`src/hdl/fwd_pkg.sv`:
```
// Shared types, codes and constants of the frame word deframer.
package fwd_pkg;

    localparam int SAMPLES_PER_WORD = 6;
    localparam int SAMPLE_BITS      = 10;

    localparam int CFG_IDX_W  = 1;
    localparam int CFG_DATA_W = 16;

    localparam logic [CFG_IDX_W-1:0] CFG_TICKS_PER_WINDOW  = 1'b0;
    localparam logic [CFG_IDX_W-1:0] CFG_TICK_TO_TIMESTAMP = 1'b1;

    localparam logic [15:0] TICKS_RESET = 16'd1024;
    localparam logic [15:0] SCALE_RESET = 16'd1;

    // Reciprocal of six scaled by 2^14; exact for dividends below 2048.
    localparam logic [11:0] DIV6_RECIP = 12'd2731;

    typedef enum logic [1:0] {
        KIND_SAMPLE  = 2'd0,
        KIND_TRAILER = 2'd1,
        KIND_BAD     = 2'd2
    } kind_t;

    typedef enum logic [3:0] {
        ST_HEADER,
        ST_STAMP,
        ST_DATA,
        ST_BAD,
        ST_SAMPLE,
        ST_MUL1,
        ST_MUL2,
        ST_ADD1,
        ST_ADD2,
        ST_TRAILER
    } state_t;

    typedef struct packed {
        logic  take_byte;
        logic  latch_header;
        logic  latch_stamp;
        logic  latch_data;
        logic  pop_sample;
        logic  mul_first;
        logic  mul_second;
        logic  add_first;
        logic  add_second;
        kind_t out_kind;
        logic  out_last;
    } cmd_t;

    typedef struct packed {
        logic word_last;
        logic header_mark;
        logic no_samples;
        logic words_zero;
        logic words_one;
        logic sample_last;
    } status_t;

    typedef struct packed {
        logic [1:0]  record_kind;
        logic [9:0]  sample_value;
        logic [15:0] board_number;
        logic [63:0] frame_timestamp;
        logic        parity_ok;
        logic        count_mismatch;
        logic        last_of_run;
    } result_t;

endpackage

```
`src/hdl/fwd_in_if.sv`:
```
// Byte stream channel: valid/ready handshake carrying one byte.
interface fwd_in_if;
    logic       valid;
    logic       ready;
    logic [7:0] in_byte;

    modport source (output valid, output in_byte, input ready);
    modport sink (input valid, input in_byte, output ready);
endinterface

```
`src/hdl/fwd_out_if.sv`:
```
// Result channel: valid/ready handshake carrying one result record.
interface fwd_out_if;
    logic        valid;
    logic        ready;
    logic [1:0]  record_kind;
    logic [9:0]  sample_value;
    logic [15:0] board_number;
    logic [63:0] frame_timestamp;
    logic        parity_ok;
    logic        count_mismatch;
    logic        last_of_run;

    modport source (
        output valid, output record_kind, output sample_value, output board_number,
        output frame_timestamp, output parity_ok, output count_mismatch,
        output last_of_run, input ready
    );
    modport sink (
        input valid, input record_kind, input sample_value, input board_number,
        input frame_timestamp, input parity_ok, input count_mismatch,
        input last_of_run, output ready
    );
endinterface

```
`src/hdl/fwd_controller.sv`:
```
// Frame sequencing state machine of the deframer.
module fwd_controller (
    input  logic             clk,
    input  logic             rst_n,
    input  logic             in_valid,
    output logic             in_ready,
    output logic             out_valid,
    input  logic             out_ready,
    input  fwd_pkg::status_t status,
    output fwd_pkg::cmd_t    cmd
);

    fwd_pkg::state_t state_reg;
    fwd_pkg::state_t state_next;
    logic            take;

    // Open the byte stream only while a word is being collected.
    assign in_ready = (state_reg == fwd_pkg::ST_HEADER) || (state_reg == fwd_pkg::ST_STAMP)
                      || (state_reg == fwd_pkg::ST_DATA);
    assign take     = in_valid && in_ready;

    always_ff @(posedge clk or negedge rst_n)
    begin
        if (!rst_n)
        begin
            state_reg <= fwd_pkg::ST_HEADER;
        end
        else
        begin
            state_reg <= state_next;
        end
    end

    always_comb
    begin
        state_next = state_reg;
        case (state_reg)
            fwd_pkg::ST_HEADER:
            begin
                if (take && status.word_last)
                begin
                    state_next = status.header_mark ? fwd_pkg::ST_STAMP : fwd_pkg::ST_BAD;
                end
            end
            fwd_pkg::ST_STAMP:
            begin
                if (take && status.word_last)
                begin
                    state_next = status.words_zero ? fwd_pkg::ST_MUL1 : fwd_pkg::ST_DATA;
                end
            end
            fwd_pkg::ST_DATA:
            begin
                if (take && status.word_last)
                begin
                    if (!status.no_samples)
                    begin
                        state_next = fwd_pkg::ST_SAMPLE;
                    end
                    else if (status.words_one)
                    begin
                        state_next = fwd_pkg::ST_MUL1;
                    end
                end
            end
            fwd_pkg::ST_SAMPLE:
            begin
                if (out_ready && status.sample_last)
                begin
                    state_next = status.words_zero ? fwd_pkg::ST_MUL1 : fwd_pkg::ST_DATA;
                end
            end
            fwd_pkg::ST_BAD,
            fwd_pkg::ST_TRAILER:
            begin
                if (out_ready)
                begin
                    state_next = fwd_pkg::ST_HEADER;
                end
            end
            fwd_pkg::ST_MUL1: state_next = fwd_pkg::ST_MUL2;
            fwd_pkg::ST_MUL2: state_next = fwd_pkg::ST_ADD1;
            fwd_pkg::ST_ADD1: state_next = fwd_pkg::ST_ADD2;
            fwd_pkg::ST_ADD2: state_next = fwd_pkg::ST_TRAILER;
            default:          state_next = fwd_pkg::ST_HEADER;
        endcase
    end

    always_comb
    begin
        out_valid        = 1'b0;
        cmd              = '0;
        cmd.out_kind     = fwd_pkg::KIND_SAMPLE;
        case (state_reg)
            fwd_pkg::ST_HEADER:
            begin
                cmd.latch_header = take && status.word_last && status.header_mark;
            end
            fwd_pkg::ST_STAMP:
            begin
                cmd.latch_stamp = take && status.word_last;
            end
            fwd_pkg::ST_DATA:
            begin
                cmd.latch_data = take && status.word_last;
            end
            fwd_pkg::ST_BAD:
            begin
                out_valid    = 1'b1;
                cmd.out_kind = fwd_pkg::KIND_BAD;
                cmd.out_last = 1'b1;
            end
            fwd_pkg::ST_SAMPLE:
            begin
                out_valid      = 1'b1;
                cmd.out_kind   = fwd_pkg::KIND_SAMPLE;
                cmd.pop_sample = out_ready;
                // last_of_run marks the last sample of each word but the final one; a trailer follows the final word
                cmd.out_last   = status.sample_last && !status.words_zero;
            end
            fwd_pkg::ST_MUL1: cmd.mul_first  = 1'b1;
            fwd_pkg::ST_MUL2: cmd.mul_second = 1'b1;
            fwd_pkg::ST_ADD1: cmd.add_first  = 1'b1;
            fwd_pkg::ST_ADD2: cmd.add_second = 1'b1;
            fwd_pkg::ST_TRAILER:
            begin
                out_valid    = 1'b1;
                cmd.out_kind = fwd_pkg::KIND_TRAILER;
                cmd.out_last = 1'b1;
            end
            default:
            begin
                out_valid = 1'b0;
            end
        endcase
        cmd.take_byte = take;
    end

endmodule

```
`src/hdl/fwd_datapath.sv`:
```
// Word assembly, header fields, sample unpacking and timestamp arithmetic.
module fwd_datapath (
    input  logic                             clk,
    input  logic                             rst_n,
    input  fwd_pkg::cmd_t                    cmd,
    output fwd_pkg::status_t                 status,
    input  logic [7:0]                       in_byte,
    input  logic                             cfg_we,
    input  logic [fwd_pkg::CFG_IDX_W-1:0]    cfg_index,
    input  logic [fwd_pkg::CFG_DATA_W-1:0]   cfg_data,
    output fwd_pkg::result_t                 result
);

    // control state
    logic [55:0] word_shift_reg,  word_shift_next;
    logic [2:0]  byte_index_reg,  byte_index_next;
    logic [7:0]  words_left_reg,  words_left_next;
    logic [10:0] emitted_reg,     emitted_next;
    logic [2:0]  sample_cnt_reg,  sample_cnt_next;
    logic [15:0] ticks_reg,       ticks_next;
    logic [15:0] scale_reg,       scale_next;
    // payload
    logic [15:0] board_reg,       board_next;
    logic [19:0] window_reg,      window_next;
    logic [9:0]  sindex_reg,      sindex_next;
    logic [9:0]  clusters_reg,    clusters_next;
    logic        parity_reg,      parity_next;
    logic [63:0] base_reg,        base_next;
    logic [59:0] sample_shift_reg, sample_shift_next;
    logic [35:0] prod_wt_reg,     prod_wt_next;
    logic [25:0] prod_si_reg,     prod_si_next;
    logic [51:0] prod_full_reg,   prod_full_next;
    logic [63:0] stamp_reg,       stamp_next;

    logic [63:0] word;
    logic [2:0]  pad;
    logic [2:0]  n_new;
    logic [10:0] clusters_round;
    logic [22:0] div6_prod;

    assign word           = {word_shift_reg, in_byte};
    assign pad            = word[62:60];
    assign n_new          = (pad <= 3'(fwd_pkg::SAMPLES_PER_WORD))
                            ? 3'(fwd_pkg::SAMPLES_PER_WORD) - pad : 3'd0;
    assign clusters_round = {1'b0, word[57:48]} + 11'(fwd_pkg::SAMPLES_PER_WORD - 1);
    assign div6_prod      = {12'd0, clusters_round} * {11'd0, fwd_pkg::DIV6_RECIP};

    assign status.word_last   = (byte_index_reg == 3'd7);
    assign status.header_mark = word_shift_reg[55];
    assign status.no_samples  = (n_new == 3'd0);
    assign status.words_zero  = (words_left_reg == 8'd0);
    assign status.words_one   = (words_left_reg == 8'd1);
    assign status.sample_last = (sample_cnt_reg == 3'd1);

    always_comb
    begin
        word_shift_next   = word_shift_reg;
        byte_index_next   = byte_index_reg;
        words_left_next   = words_left_reg;
        emitted_next      = emitted_reg;
        sample_cnt_next   = sample_cnt_reg;
        ticks_next        = ticks_reg;
        scale_next        = scale_reg;
        board_next        = board_reg;
        window_next       = window_reg;
        sindex_next       = sindex_reg;
        clusters_next     = clusters_reg;
        parity_next       = parity_reg;
        base_next         = base_reg;
        sample_shift_next = sample_shift_reg;
        prod_wt_next      = prod_wt_reg;
        prod_si_next      = prod_si_reg;
        prod_full_next    = prod_full_reg;
        stamp_next        = stamp_reg;

        if (cfg_we)
        begin
            if (cfg_index == fwd_pkg::CFG_TICKS_PER_WINDOW)
            begin
                ticks_next = cfg_data;
            end
            if (cfg_index == fwd_pkg::CFG_TICK_TO_TIMESTAMP)
            begin
                scale_next = cfg_data;
            end
        end

        if (cmd.take_byte)
        begin
            if (byte_index_reg == 3'd7)
            begin
                word_shift_next = '0;
                byte_index_next = 3'd0;
            end
            else
            begin
                word_shift_next = {word_shift_reg[47:0], in_byte};
                byte_index_next = byte_index_reg + 3'd1;
            end
        end

        if (cmd.latch_header)
        begin
            sindex_next     = word[16:7];
            window_next     = word[36:17];
            clusters_next   = word[57:48];
            board_next      = {word[62:58], word[47:37]};
            parity_next     = ((^word) == word[6]);
            words_left_next = div6_prod[21:14];
            emitted_next    = 11'd0;
        end

        if (cmd.latch_stamp)
        begin
            base_next = word;
        end

        if (cmd.latch_data)
        begin
            sample_shift_next = word[59:0];
            sample_cnt_next   = n_new;
            emitted_next      = emitted_reg + {8'd0, n_new};
            words_left_next   = words_left_reg - 8'd1;
        end

        if (cmd.pop_sample)
        begin
            sample_shift_next = sample_shift_reg << fwd_pkg::SAMPLE_BITS;
            sample_cnt_next   = sample_cnt_reg - 3'd1;
        end

        // timestamp: window*ticks and sample*scale, then *scale, then two adds
        if (cmd.mul_first)
        begin
            prod_wt_next = {16'd0, window_reg} * {20'd0, ticks_reg};
            prod_si_next = {16'd0, sindex_reg} * {10'd0, scale_reg};
        end
        if (cmd.mul_second)
        begin
            prod_full_next = {16'd0, prod_wt_reg} * {36'd0, scale_reg};
        end
        if (cmd.add_first)
        begin
            stamp_next = base_reg + {12'd0, prod_full_reg};
        end
        if (cmd.add_second)
        begin
            stamp_next = stamp_reg + {38'd0, prod_si_reg};
        end
    end

    always_ff @(posedge clk or negedge rst_n)
    begin
        if (!rst_n)
        begin
            word_shift_reg <= '0;
            byte_index_reg <= '0;
            words_left_reg <= '0;
            emitted_reg    <= '0;
            sample_cnt_reg <= '0;
            ticks_reg      <= fwd_pkg::TICKS_RESET;
            scale_reg      <= fwd_pkg::SCALE_RESET;
        end
        else
        begin
            word_shift_reg <= word_shift_next;
            byte_index_reg <= byte_index_next;
            words_left_reg <= words_left_next;
            emitted_reg    <= emitted_next;
            sample_cnt_reg <= sample_cnt_next;
            ticks_reg      <= ticks_next;
            scale_reg      <= scale_next;
        end
    end

    always_ff @(posedge clk)
    begin
        board_reg        <= board_next;
        window_reg       <= window_next;
        sindex_reg       <= sindex_next;
        clusters_reg     <= clusters_next;
        parity_reg       <= parity_next;
        base_reg         <= base_next;
        sample_shift_reg <= sample_shift_next;
        prod_wt_reg      <= prod_wt_next;
        prod_si_reg      <= prod_si_next;
        prod_full_reg    <= prod_full_next;
        stamp_reg        <= stamp_next;
    end

    always_comb
    begin
        result             = '0;
        result.record_kind = cmd.out_kind;
        result.last_of_run = cmd.out_last;
        case (cmd.out_kind)
            fwd_pkg::KIND_SAMPLE:
            begin
                result.sample_value = sample_shift_reg[59:50];
                result.board_number = board_reg;
            end
            fwd_pkg::KIND_TRAILER:
            begin
                result.board_number    = board_reg;
                result.frame_timestamp = stamp_reg;
                result.parity_ok       = parity_reg;
                result.count_mismatch  = (emitted_reg != {1'b0, clusters_reg});
            end
            default:
            begin
                result.board_number = 16'd0;
            end
        endcase
    end

endmodule

```
`src/hdl/frame_word_deframer_top.sv`:
```
// Top level of the frame word deframer: byte stream in, sample and trailer records out.
// Throughput: one byte per cycle while a word is collected; one record per ready cycle.
// Latency: a sample or bad-word record appears the cycle after the word's last byte; the
//   trailer follows its trigger through two multiply and two add steps, then the record.
// Input is held off while records of the current word are pending or the trailer computes.
// Reset (rst_n, async, active low): expect a header, clear counters, ticks 1024, scale 1.
module frame_word_deframer_top (
    input  logic                           clk,
    input  logic                           rst_n,
    fwd_in_if.sink                         in_ch,
    fwd_out_if.source                      out_ch,
    input  logic                           cfg_we,
    input  logic [fwd_pkg::CFG_IDX_W-1:0]  cfg_index,
    input  logic [fwd_pkg::CFG_DATA_W-1:0] cfg_data
);

    fwd_pkg::cmd_t    cmd;
    fwd_pkg::status_t status;
    fwd_pkg::result_t result;
    logic             in_ready;
    logic             out_valid;

    // Sequence each frame: header, timestamp, data words, trailer.
    fwd_controller u_ctrl (
        .clk       (clk),
        .rst_n     (rst_n),
        .in_valid  (in_ch.valid),
        .in_ready  (in_ready),
        .out_valid (out_valid),
        .out_ready (out_ch.ready),
        .status    (status),
        .cmd       (cmd)
    );

    // Assemble words, keep header fields, unpack samples and build the timestamp.
    fwd_datapath u_dp (
        .clk       (clk),
        .rst_n     (rst_n),
        .cmd       (cmd),
        .status    (status),
        .in_byte   (in_ch.in_byte),
        .cfg_we    (cfg_we),
        .cfg_index (cfg_index),
        .cfg_data  (cfg_data),
        .result    (result)
    );

    assign in_ch.ready = in_ready;

    // Drive the result channel; payload is combinational from datapath registers and cmd.
    assign out_ch.valid           = out_valid;
    assign out_ch.record_kind     = result.record_kind;
    assign out_ch.sample_value    = result.sample_value;
    assign out_ch.board_number    = result.board_number;
    assign out_ch.frame_timestamp = result.frame_timestamp;
    assign out_ch.parity_ok       = result.parity_ok;
    assign out_ch.count_mismatch  = result.count_mismatch;
    assign out_ch.last_of_run     = result.last_of_run;

endmodule

```
`src/flat_wrapper.sv`:
```
// flat-port wrapper written by rule: the top's interface ports become plain ports
module frame_word_deframer_top_flat 
  (clk, rst_n, cfg_we, cfg_index, cfg_data, in_ch_valid, in_ch_in_byte, in_ch_ready, out_ch_valid, out_ch_record_kind, out_ch_sample_value, out_ch_board_number, out_ch_frame_timestamp, out_ch_parity_ok, out_ch_count_mismatch, out_ch_last_of_run, out_ch_ready);
  fwd_in_if in_ch_i ();
  fwd_out_if out_ch_i ();
  input  logic clk;
  input  logic rst_n;
  input  logic cfg_we;
  input  logic [fwd_pkg::CFG_IDX_W-1:0] cfg_index;
  input  logic [fwd_pkg::CFG_DATA_W-1:0] cfg_data;
  input wire logic [$bits(in_ch_i.valid)-1:0] in_ch_valid;
  input wire logic [$bits(in_ch_i.in_byte)-1:0] in_ch_in_byte;
  output wire logic [$bits(in_ch_i.ready)-1:0] in_ch_ready;
  output wire logic [$bits(out_ch_i.valid)-1:0] out_ch_valid;
  output wire logic [$bits(out_ch_i.record_kind)-1:0] out_ch_record_kind;
  output wire logic [$bits(out_ch_i.sample_value)-1:0] out_ch_sample_value;
  output wire logic [$bits(out_ch_i.board_number)-1:0] out_ch_board_number;
  output wire logic [$bits(out_ch_i.frame_timestamp)-1:0] out_ch_frame_timestamp;
  output wire logic [$bits(out_ch_i.parity_ok)-1:0] out_ch_parity_ok;
  output wire logic [$bits(out_ch_i.count_mismatch)-1:0] out_ch_count_mismatch;
  output wire logic [$bits(out_ch_i.last_of_run)-1:0] out_ch_last_of_run;
  input wire logic [$bits(out_ch_i.ready)-1:0] out_ch_ready;
  assign in_ch_i.valid = in_ch_valid;
  assign in_ch_i.in_byte = in_ch_in_byte;
  assign in_ch_ready = in_ch_i.ready;
  assign out_ch_valid = out_ch_i.valid;
  assign out_ch_record_kind = out_ch_i.record_kind;
  assign out_ch_sample_value = out_ch_i.sample_value;
  assign out_ch_board_number = out_ch_i.board_number;
  assign out_ch_frame_timestamp = out_ch_i.frame_timestamp;
  assign out_ch_parity_ok = out_ch_i.parity_ok;
  assign out_ch_count_mismatch = out_ch_i.count_mismatch;
  assign out_ch_last_of_run = out_ch_i.last_of_run;
  assign out_ch_i.ready = out_ch_ready;
  frame_word_deframer_top u_core (.clk(clk), .rst_n(rst_n), .in_ch(in_ch_i), .out_ch(out_ch_i), .cfg_we(cfg_we), .cfg_index(cfg_index), .cfg_data(cfg_data));
endmodule
```
`config.mk`:
```
export PLATFORM = sky130hd
export DESIGN_NAME = frame_word_deframer_top_flat
export DESIGN_NICKNAME = d
export VERILOG_FILES = /design/src/hdl/fwd_pkg.sv /design/src/hdl/fwd_in_if.sv /design/src/hdl/fwd_out_if.sv /design/src/hdl/fwd_controller.sv /design/src/hdl/fwd_datapath.sv /design/src/hdl/frame_word_deframer_top.sv /design/src/flat_wrapper.sv
export SDC_FILE = /design/constraint.sdc
export NUM_CORES = 2
export LEC_CHECK = 0
export ABC_AREA = 1
export BUFFER_PORTS_ARGS = -buffer_cell sky130_fd_sc_hd__buf_2
export CAP_MARGIN = 20
export CORE_AREA = 2 2 272 475
export DETAILED_ROUTE_END_ITERATION = 10
export DIE_AREA = 0 0 274 477
export PLACE_DENSITY = 0.73
export SLEW_MARGIN = 10
export SYNTH_ARGS = -nofsm -noshare
export SYNTH_HDL_FRONTEND = slang
export SYNTH_HIERARCHICAL = 1
export SYNTH_SLANG_ARGS = --single-unit
```
`constraint.sdc`:
```
create_clock -name clk -period 14.55 [get_ports clk]
set_clock_uncertainty 0.1 [all_clocks]
set_input_delay 2.1825 -clock clk [delete_from_list [all_inputs] [get_ports clk]]
set_output_delay 2.1825 -clock clk [all_outputs]
set_load 0.005 [all_outputs]
```
==> impl_metrics.tcl <==
set metrics [dict create \
    hold_path.class "flop to flop" \
    core_sq_um 126800 \
    multi_input_area_sq_um 42540 \
    grt_pass1_wl_um 327300 \
    min_path_cells 2 \
    wl_per_cell_um 20.45 \
    worstPathCellList "buf_4 -> nand2_1 -> fa_1 -> fa_1 -> fa_1 -> inv_1 -> fa_1 -> fa_1 -> inv_1 -> fa_1 -> inv_1 -> ha_1 -> nand2_1 -> nor2_1 -> inv_1 -> nor2_1 -> inv_1 -> o21bai_2 -> xor2_1" \
    cts.path.max_buffers 3 \
    regArea_sq_um 13610 \
    fillers 12100 \
    port_buffers 126 \
    die_width_um 274 \
    synth.top_cell.area_share_pct 26.53 \
    start_kind "flop" \
    clock-root-buffer "clkbuf_16" \
    antenna_found_initial 8 \
    dr_total_vias 55780 \
    drc 0 \
    nets 9986 \
    crit_type "flop to flop" \
    fin_setup_tns_ps 0 \
    yosysTopAreaCell "fa_1" \
    drtPass1Iterations 8 \
    max_stage_delay_ps 700 \
    first_global_vias 58960 \
    cpMostUsedCell "fa_1" \
    grt_usage_pct 33.00 \
    yosys_warnings 6 \
    crit_cells 19 \
    ys_top_cells_by_count "nand2_1, inv_1, fa_1, nor2_1, ha_1" \
    maxCapViolCount 0 \
    setup_viol 0 \
    crit_required_ps 14750 \
    drive_above_1_share_pct 3.759 \
    period_needed_ps 7005 \
    yosysMostFrequentCell "nand2_1" \
    cts_setup_buffers 0 \
    avgSynthCellArea_sq_um 7.525 \
    ioPinCount 127 \
    ys.flop_type "edfxtp_1" \
    synthDistinctLibCells 62 \
    place_ws_ps 7814 \
    gr-total-overflow 0 \
    netlist_area_sq_um 65590 \
    routed_wl_um 211400 \
    worst_slack_ps 7545 \
    arrival_ps 7200 \
    synth_enable_flop_cells 349 \
    clock_sinks 476 \
    synth-seq-cells 476 \
    status "finished, final reports clean" \
    postCtsResizedCells 0 \
    dp_hpwl_um 170600 \
    cts_tree "done" \
    max_freq_mhz 142.8 \
    holdBufCountCts 0 \
    cts.htree.levels 2 \
    post-route-period-util_pct 48.14 \
    synth_nets 10070 \
    dieArea_sq_um 130700 \
    critPathTopFamily "adder cells" \
    drt_iter0_drc 4020 \
    gp_congestion 1.004 \
    syn_to_final_growth_pct 5.552 \
    worst_pin_slew_ps 1090 \
    dieHeight_um 477 \
    ys_seq_area_share_pct 20.75 \
    critPathBufInv 6 \
    finalMaxSlewViolations 0 \
    hold_slack_ps 379.9 \
    path_clk_slew_ps 70 \
    slew_headroom_pct 27.36 \
    route.antenna.remaining_nets 0 \
    vias_per_cell 5.397 \
    rows 173 \
    start_util_pct 51.71 \
    slowest_stage "xor2_1" \
    insertion_delay_ps 640 \
    cts_buffers 51 \
    rsz0062_at_grt "no" \
    r2r_cells 19 \
    grt_max_degree 67 \
    synthTopCellsByArea "fa_1, edfxtp_1, nand2_1" \
    syn_inst 8716 \
    async_reset_ff_share_pct 24.58 \
    endpoint_kind "flop" \
    crit_path_max_fanout 47 \
    finalHoldViolations 0 \
]
[final cells by class]
type,count,area share [%]
diodes,2,0.007230
clock buffers,60,1.907
clock inverters,35,0.6199
inverters,2203,11.95
multi-input cells,5729,61.46
flip-flops and latches,476,19.66
well taps,1662,3.004
repair buffers,169,1.399
[metrics by stage]
step,cell area (sq um),std cells,utilization [%]
finish,69230,10340,54.58
global route,69220,10340,54.57
CTS,69200,10330,54.56
detailed placement,67450,10240,53.18
global placement,67450,10240,53.18
floorplan,65590,8716,-
[cells by family (layout without fill, tap and decap cells)]
kind of cell | Yosys count | count (layout) | share of synthesized area (%)
AOI/OAI and AO/OA | 680 | 680 | 5.750
other | 0 | 2 | 0
adders and majority gates | 1326 | 1326 | 35.24
muxes | 1 | 1 | 0.01526
buffers and inverters | 2511 | 2467 | 14.42
xor gates and xnor gates | 153 | 153 | 2.043
and+or+nand+nor | 3569 | 3569 | 21.78
DFF | 476 | 476 | 20.75
[cells in the final DEF (no fill, tap or decap), types with 47 or more instances in the layout]
| cell | netlist | routed |
|---|---|---|
| a21oi_1 | 267 | 267 |
| buf_2 | 9 | 125 |
| clkbuf_16 | 0 | 51 |
| dfrtp_1 | 115 | 115 |
| edfxtp_1 | 349 | 349 |
| fa_1 | 869 | 869 |
| ha_1 | 457 | 457 |
| inv_1 | 2198 | 2195 |
| nand2_1 | 2612 | 2611 |
| nand3_1 | 256 | 256 |
| nand4_1 | 59 | 59 |
| nor2_1 | 493 | 491 |
| nor3_1 | 49 | 49 |
| o21ai_0 | 227 | 227 |
| o22ai_1 | 76 | 76 |
| xnor2_1 | 47 | 47 |
| xor2_1 | 106 | 106 |
[worst min-delay path: cells and delay by family (launching register included)]
kind,cells,cell delay (ps)
flip-flops,1,350
AND/OR/NAND/NOR,2,110
[layer usage]
layer  wire length, um  share of wire, %  vias to the layer above  global-route usage, %
li1                  -                 -                    25760                      -
met1             70460                33                    26970                  34.35
met2            109500                52                     2198                  59.97
met3             10540               5.0                      843                  3.351
met4             20790               9.8                       12                  25.80
met5                88             0.042                        -                      0
[path summary, 6_finish.rpt]
path                                          startpoint  slack [ps]                             to
max                             u_core/u_dp/scale_reg[1]        7550  u_core/u_dp/prod_full_reg[19]
min                        u_core/u_dp/byte_index_reg[1]         380  u_core/u_dp/byte_index_reg[1]
max reg2reg                     u_core/u_dp/scale_reg[1]        7550  u_core/u_dp/prod_full_reg[19]
min reg2reg                u_core/u_dp/byte_index_reg[1]         380  u_core/u_dp/byte_index_reg[1]
max in group asynchronous                          rst_n       11310       u_core/u_dp/ticks_reg[8]
min in group asynchronous                          rst_n        1360  u_core/u_dp/words_left_reg[5]
Power is not shown: default switching activity piles up to over one toggle a cycle in this logic, so the estimate is an artifact.
